$ cat src/design/ksl_pkg.sv
package ksl_pkg;

    localparam int ENTRIES_DEFAULT    = 256;
    localparam int KEY_WIDTH_DEFAULT  = 64;
    localparam int TURN_WIDTH_DEFAULT = 31;

    typedef enum logic [1:0] {
        CMD_LOOKUP  = 2'd0,
        CMD_RECORD  = 2'd1,
        CMD_ADVANCE = 2'd2,
        CMD_CLEAR   = 2'd3
    } cmd_t;

    typedef enum logic [2:0] {
        ST_IDLE,
        ST_SCAN,
        ST_WRITE,
        ST_DONE
    } state_t;

    // Controller to datapath.
    typedef struct packed {
        logic load;
        logic scan_start;
        logic scan_step;
        logic write_entry;
        logic advance;
        logic clear;
        logic result_load;
    } ctrl_t;

    // Datapath to controller.
    typedef struct packed {
        logic scan_last;
        logic found;
    } stat_t;

endpackage

$ cat src/design/ksl_ctrl.sv
module ksl_ctrl (
    input  logic           clk,
    input  logic           rst_n,
    input  logic           in_valid,
    output logic           in_ready,
    output logic           out_valid,
    input  logic           out_ready,
    input  ksl_pkg::cmd_t  cmd_q,
    input  ksl_pkg::stat_t stat,
    output ksl_pkg::ctrl_t ctrl
);

    ksl_pkg::state_t state_reg;
    ksl_pkg::state_t state_next;
    logic            out_valid_reg;
    logic            out_valid_next;

    assign out_valid = out_valid_reg;

    always_ff @(posedge clk or negedge rst_n)
    begin
        if (!rst_n)
        begin
            state_reg     <= ksl_pkg::ST_IDLE;
            out_valid_reg <= 1'b0;
        end
        else
        begin
            state_reg     <= state_next;
            out_valid_reg <= out_valid_next;
        end
    end

    always_comb
    begin
        state_next     = state_reg;
        out_valid_next = out_valid_reg && !out_ready;
        ctrl           = '0;
        in_ready       = 1'b0;
        case (state_reg)
            ksl_pkg::ST_IDLE:
            begin
                in_ready = 1'b1;
                if (in_valid)
                begin
                    ctrl.load       = 1'b1;
                    ctrl.scan_start = 1'b1;
                    state_next      = ksl_pkg::ST_SCAN;
                end
            end
            ksl_pkg::ST_SCAN:
            begin
                if (cmd_q == ksl_pkg::CMD_ADVANCE)
                begin
                    ctrl.advance = 1'b1;
                    state_next   = ksl_pkg::ST_DONE;
                end
                else if (cmd_q == ksl_pkg::CMD_CLEAR)
                begin
                    ctrl.clear = 1'b1;
                    state_next = ksl_pkg::ST_DONE;
                end
                else if (stat.scan_last)
                begin
                    state_next = (cmd_q == ksl_pkg::CMD_RECORD) ? ksl_pkg::ST_WRITE
                                                                : ksl_pkg::ST_DONE;
                end
                else
                begin
                    ctrl.scan_step = 1'b1;
                end
            end
            ksl_pkg::ST_WRITE:
            begin
                // The result of a record is captured with the table write, so both wait
                // until the previous result beat has left the output register.
                if (!out_valid_reg || out_ready)
                begin
                    ctrl.result_load = 1'b1;
                    ctrl.write_entry = 1'b1;
                    out_valid_next   = 1'b1;
                    state_next       = ksl_pkg::ST_IDLE;
                end
            end
            ksl_pkg::ST_DONE:
            begin
                if (!out_valid_reg || out_ready)
                begin
                    ctrl.result_load = 1'b1;
                    out_valid_next   = 1'b1;
                    state_next       = ksl_pkg::ST_IDLE;
                end
            end
            default:
            begin
                state_next = ksl_pkg::ST_IDLE;
            end
        endcase
    end

`ifndef NO_ASSERTIONS
    a_one_write: assert property (@(posedge clk) disable iff (!rst_n)
        ctrl.write_entry |=> !ctrl.write_entry)
        else $error("table written twice for one command");
    a_no_accept_busy: assert property (@(posedge clk) disable iff (!rst_n)
        (state_reg != ksl_pkg::ST_IDLE) |-> !in_ready)
        else $error("input accepted while busy");
    a_write_record: assert property (@(posedge clk) disable iff (!rst_n)
        ctrl.write_entry |-> (cmd_q == ksl_pkg::CMD_RECORD))
        else $error("table write outside record");
`endif

endmodule

$ cat config.mk
export PLATFORM = sky130hd
export DESIGN_NAME = ksl_ctrl
export DESIGN_NICKNAME = d
export VERILOG_FILES = /design/src/design/ksl_pkg.sv /design/src/design/ksl_ctrl.sv
export SDC_FILE = /design/constraint.sdc
export NUM_CORES = 1
export LEC_CHECK = 0
export ABC_AREA = 1
export BUFFER_PORTS_ARGS = -buffer_cell sky130_fd_sc_hd__buf_4
export CORE_AREA = 2 2 39 41
export CTS_CLUSTER_SIZE = 25
export DETAILED_ROUTE_END_ITERATION = 7
export DIE_AREA = 0 0 41 43
export HOLD_SLACK_MARGIN = 0.06
export SLEW_MARGIN = 15
export SYNTH_ARGS = -nofsm -noshare
export SYNTH_HDL_FRONTEND = slang
export SYNTH_SLANG_ARGS = --single-unit
$ cat constraint.sdc
create_clock -name clk -period 1.1 [get_ports clk]
set_input_delay 0.055 -clock clk [delete_from_list [all_inputs] [get_ports clk]]
set_output_delay 0.055 -clock clk [all_outputs]
set_load 0.05 [all_outputs]
==> impl_summary.md <==
Logic synthesis
After Yosys synthesis, and, or, nand and nor cells account for 45.1% of the synthesized area. The synthesized netlist devotes 0% of its cell area to XOR and XNOR gates. The count of unique library cells instantiated by Yosys is 14. The count of synthesis-stage warnings from yosys is 0.

A synthesized cell averages ~6.4 um2. For this run, the register share of the synthesized area comes to 34.7%. The post-synthesis instance total is 34. The dominant combinational cell family by area after synthesis is simple AND/OR/NAND/NOR gates. The adder and majority gate portion of the synthesized area is 0%.

The area fraction in compound gates after synthesis is under 10%. The total nets after synthesis is 42. Counting flops and latches in the post-synthesis netlist gives 3. The synthesized area is about 220 um2. The share of synthesized area spent on multiplexers is 0%.

Die
After floorplanning, the core was sized to cover about 1400 um2. The overall die width is 41 um. The y dimension of the die is about 43 um. The number of I/O pins is 17. After floorplanning, the core was divided into 14 placement rows. The die covers 1760 um2. Once the floorplan was initialized, standard cells occupied ~16% of the core.

Power and ir drop
Across the VDD grid, the largest voltage drop is 0.673 mV. The static leakage is 0.263 nW. In this run the power density over the cells is ~3200 nW/um2.

Place
The number of instances in the placed design is 64. The half-perimeter wire length of the detailed placement result is 460 um. The count of buffers from port buffering is 15.

The congestion estimate from routability-driven global placement came to ~0.7.

STA
Setup slack on the critical path of the routed design comes to -155 ps. In this run the tightest slew margin relative to its limit is 87.5%. The slew at the pin closest to its max-slew limit is about 190 ps. Derived from the worst setup path, the maximum achievable clock frequency is 797 MHz. Setup repair after global routing could not meet its margin everywhere. The final count of pins violating max slew was 0.

Counting I/O delays and the setup requirement, the final critical path takes 1250 ps. The final number of hold-violating endpoints was 0. The final setup violation count is 8. The clock arrives with between 2 and 2.5 ps of skew.

In the finished design, the share of the clock period the worst path needs comes to 114%. Summed over all failing endpoints, the final setup total negative slack is -756 ps.

Routing
The DRC violations left is 0. The via count of the routed design is approximately 310. In the final routing, the length of wire on met1 measures roughly 230 um.

The first detailed-routing pass ran for 5 iterations. Wires add up to between 600 and 700 um. The average via count per standard cell is 4.09. In this run, the number of DRC markers left after iteration 0 of detailed routing was 2.

Wire segments on met2 add up to around 350 um in the final route. The average wire per cell in the routed design is approximately 8.9 um. Routed signal wires occupy layers up through met4.

Wire segments on met3 add up to 62 um in the final route. In this run the remaining antenna-violating nets after routing total 0.

Finish
Leaving out fill and tap cells, the most frequent cell in the layout is sky130_fd_sc_hd__buf_4. Of the cells placed in the final design, the portion with a size suffix greater than 1 is between 70% and 80%. The number of flip-flops in the largest register is 2. In the layout the commonest cells are sky130_fd_sc_hd__buf_4 (12), sky130_fd_sc_hd__buf_6 (7), sky130_fd_sc_hd__nor2_1 (6). 0 antenna diodes ended up in the layout. The finished layout holds 75 standard cells, fillers aside. From synthesis to final layout, the design area changed by 143%. The number of nets in the layout is just under 70.

CTS
The CTS tree is done. The root buffer cell chosen for the clock tree is sky130_fd_sc_hd__clkbuf_4. The clock reaches the later pin of the worst-skew pair after between 200 and 250 ps. The CTS clock-pin slew for the worst setup and hold paths is about 40 ps. The number of clock buffers added by TritonCTS is 3. The clock net in this run drives a total of 3 sinks. The longest clock path from root to sink contains 2 buffers.

CTS built an H-tree with a depth of 1.

Worst setup path
STA classifies the critical path startpoint as a flip-flop. The type of element capturing the critical path is a primary output. The required time at the endpoint of the critical path is about 1000 ps. Data on the critical path arrives at its endpoint at 1200 ps.

The kind of critical path is reg2out. The peak fanout along the critical path is 4.

Worst hold path
The path type of the worst min-delay path is in2reg.

Status
The final reports fail on setup timing. The run finished, with violations left.

GRT
The number of global-route vias before repair is ~260. In the global route stage, overall resource usage came out at a little under a tenth. The initial antenna violation count was 0. Entering global routing, the biggest net connects 6 pins. The wire length of the first global-routing pass is ~1000 um. The total congestion overflow after global routing is 0.

Run
The number of violations of the max-capacitance limit is 0.
-- synthesized netlist by cell type --
library cell	number	share of area, %
sky130_fd_sc_hd__inv_1	4	6.9
sky130_fd_sc_hd__nand2_1	6	10
sky130_fd_sc_hd__dfrtp_1	3	35
sky130_fd_sc_hd__nand2_2	1	2.9
sky130_fd_sc_hd__inv_2	3	5.2
sky130_fd_sc_hd__nor3b_1	1	3.5
sky130_fd_sc_hd__nor2_4	1	5.2
sky130_fd_sc_hd__nand3_1	1	2.3
sky130_fd_sc_hd__nor2_1	9	16
sky130_fd_sc_hd__buf_4	1	3.5
sky130_fd_sc_hd__nand4_1	1	2.9
sky130_fd_sc_hd__o21ai_1	1	2.3
sky130_fd_sc_hd__nor3_1	1	2.3
sky130_fd_sc_hd__o21ai_0	1	2.3
-- worst paths after layout --
check	startpoint	end	slack (ps)	cells past startpoint
setup / recovery	state_reg[1]$_DFFE_PN0P_	ctrl[2]	-150	4
hold / removal	out_ready	out_valid$_DFF_PN0_	120	4
setup reg to reg	state_reg[1]$_DFFE_PN0P_	state_reg[0]$_DFFE_PN0P_	40	6
hold reg to reg	out_valid$_DFF_PN0_	out_valid$_DFF_PN0_	540	2
max in group asynchronous	rst_n	state_reg[1]$_DFFE_PN0P_	850	2
min in group asynchronous	rst_n	state_reg[0]$_DFFE_PN0P_	140	2
-- stage by stage --
stage | hold slack [ps] | utilization, % | cell area, um2 | power (mW) | setup slack [ps]
2_1_floorplan | -241 | - | 272 | 1.01 | -193
3_3_place_gp | -155 | 28.4 | 393 | 1.22 | 52.2
3_5_place_dp | -154 | 28.4 | 393 | 1.23 | 55.2
4_1_cts | 118 | 36.1 | 499 | 1.62 | -141
5_1_grt | 141 | 38.0 | 526 | 1.81 | -202
6_report | 120 | 38.0 | 526 | 1.70 | -155
-- report_power, final --
part	internal [mW]	switching, mW
combinational	0.486	0.737
clock	0.136	0.0633
sequential	0.178	0.100
-- routing by layer --
| metal | track usage, % | vias up |
|---|---|---|
| met3 | 4.71 | 3 |
| met4 | 8.00 | 0 |
| met5 | 0 | - |
| met2 | 14.7 | 17 |
| met1 | 8.68 | 133 |
| li1 | - | 154 |
-- worst max-delay path, stage by stage, from the launching register on --
cell	delay (ps)
sky130_fd_sc_hd__dfrtp_2	450
sky130_fd_sc_hd__nor2_4	180
sky130_fd_sc_hd__nand2_2	90
sky130_fd_sc_hd__nor2_4	80
sky130_fd_sc_hd__buf_6	150
-- cell families after synthesis --
group	Yosys count
AOI/OAI and AO/OA	2
DFF	3
buffers and inverters	8
and+or+nand+nor	21
-- area by class of cell --
type | instances | area [um2]
flip-flops and latches | 3 | 78.8
well taps | 16 | 20.0
clock buffers | 4 | 26.3
repair buffers | 22 | 209
inverters | 7 | 31.3
fillers | 145 | 858
multi-input cells | 23 | 160
-- repair_timing --
| action | CTS | global route |
|---|---|---|
| endpoints found under the hold margin | 3 | 0 |
| pin swaps | 1 | 5 |
| resized for setup | 10 | 7 |
| setup endpoints to repair | 7 | 9 |
| hold buffers | 1 | 0 |
| buffers inserted | 5 | 1 |
No activity file was read; power rests on OpenSTA's default activity.
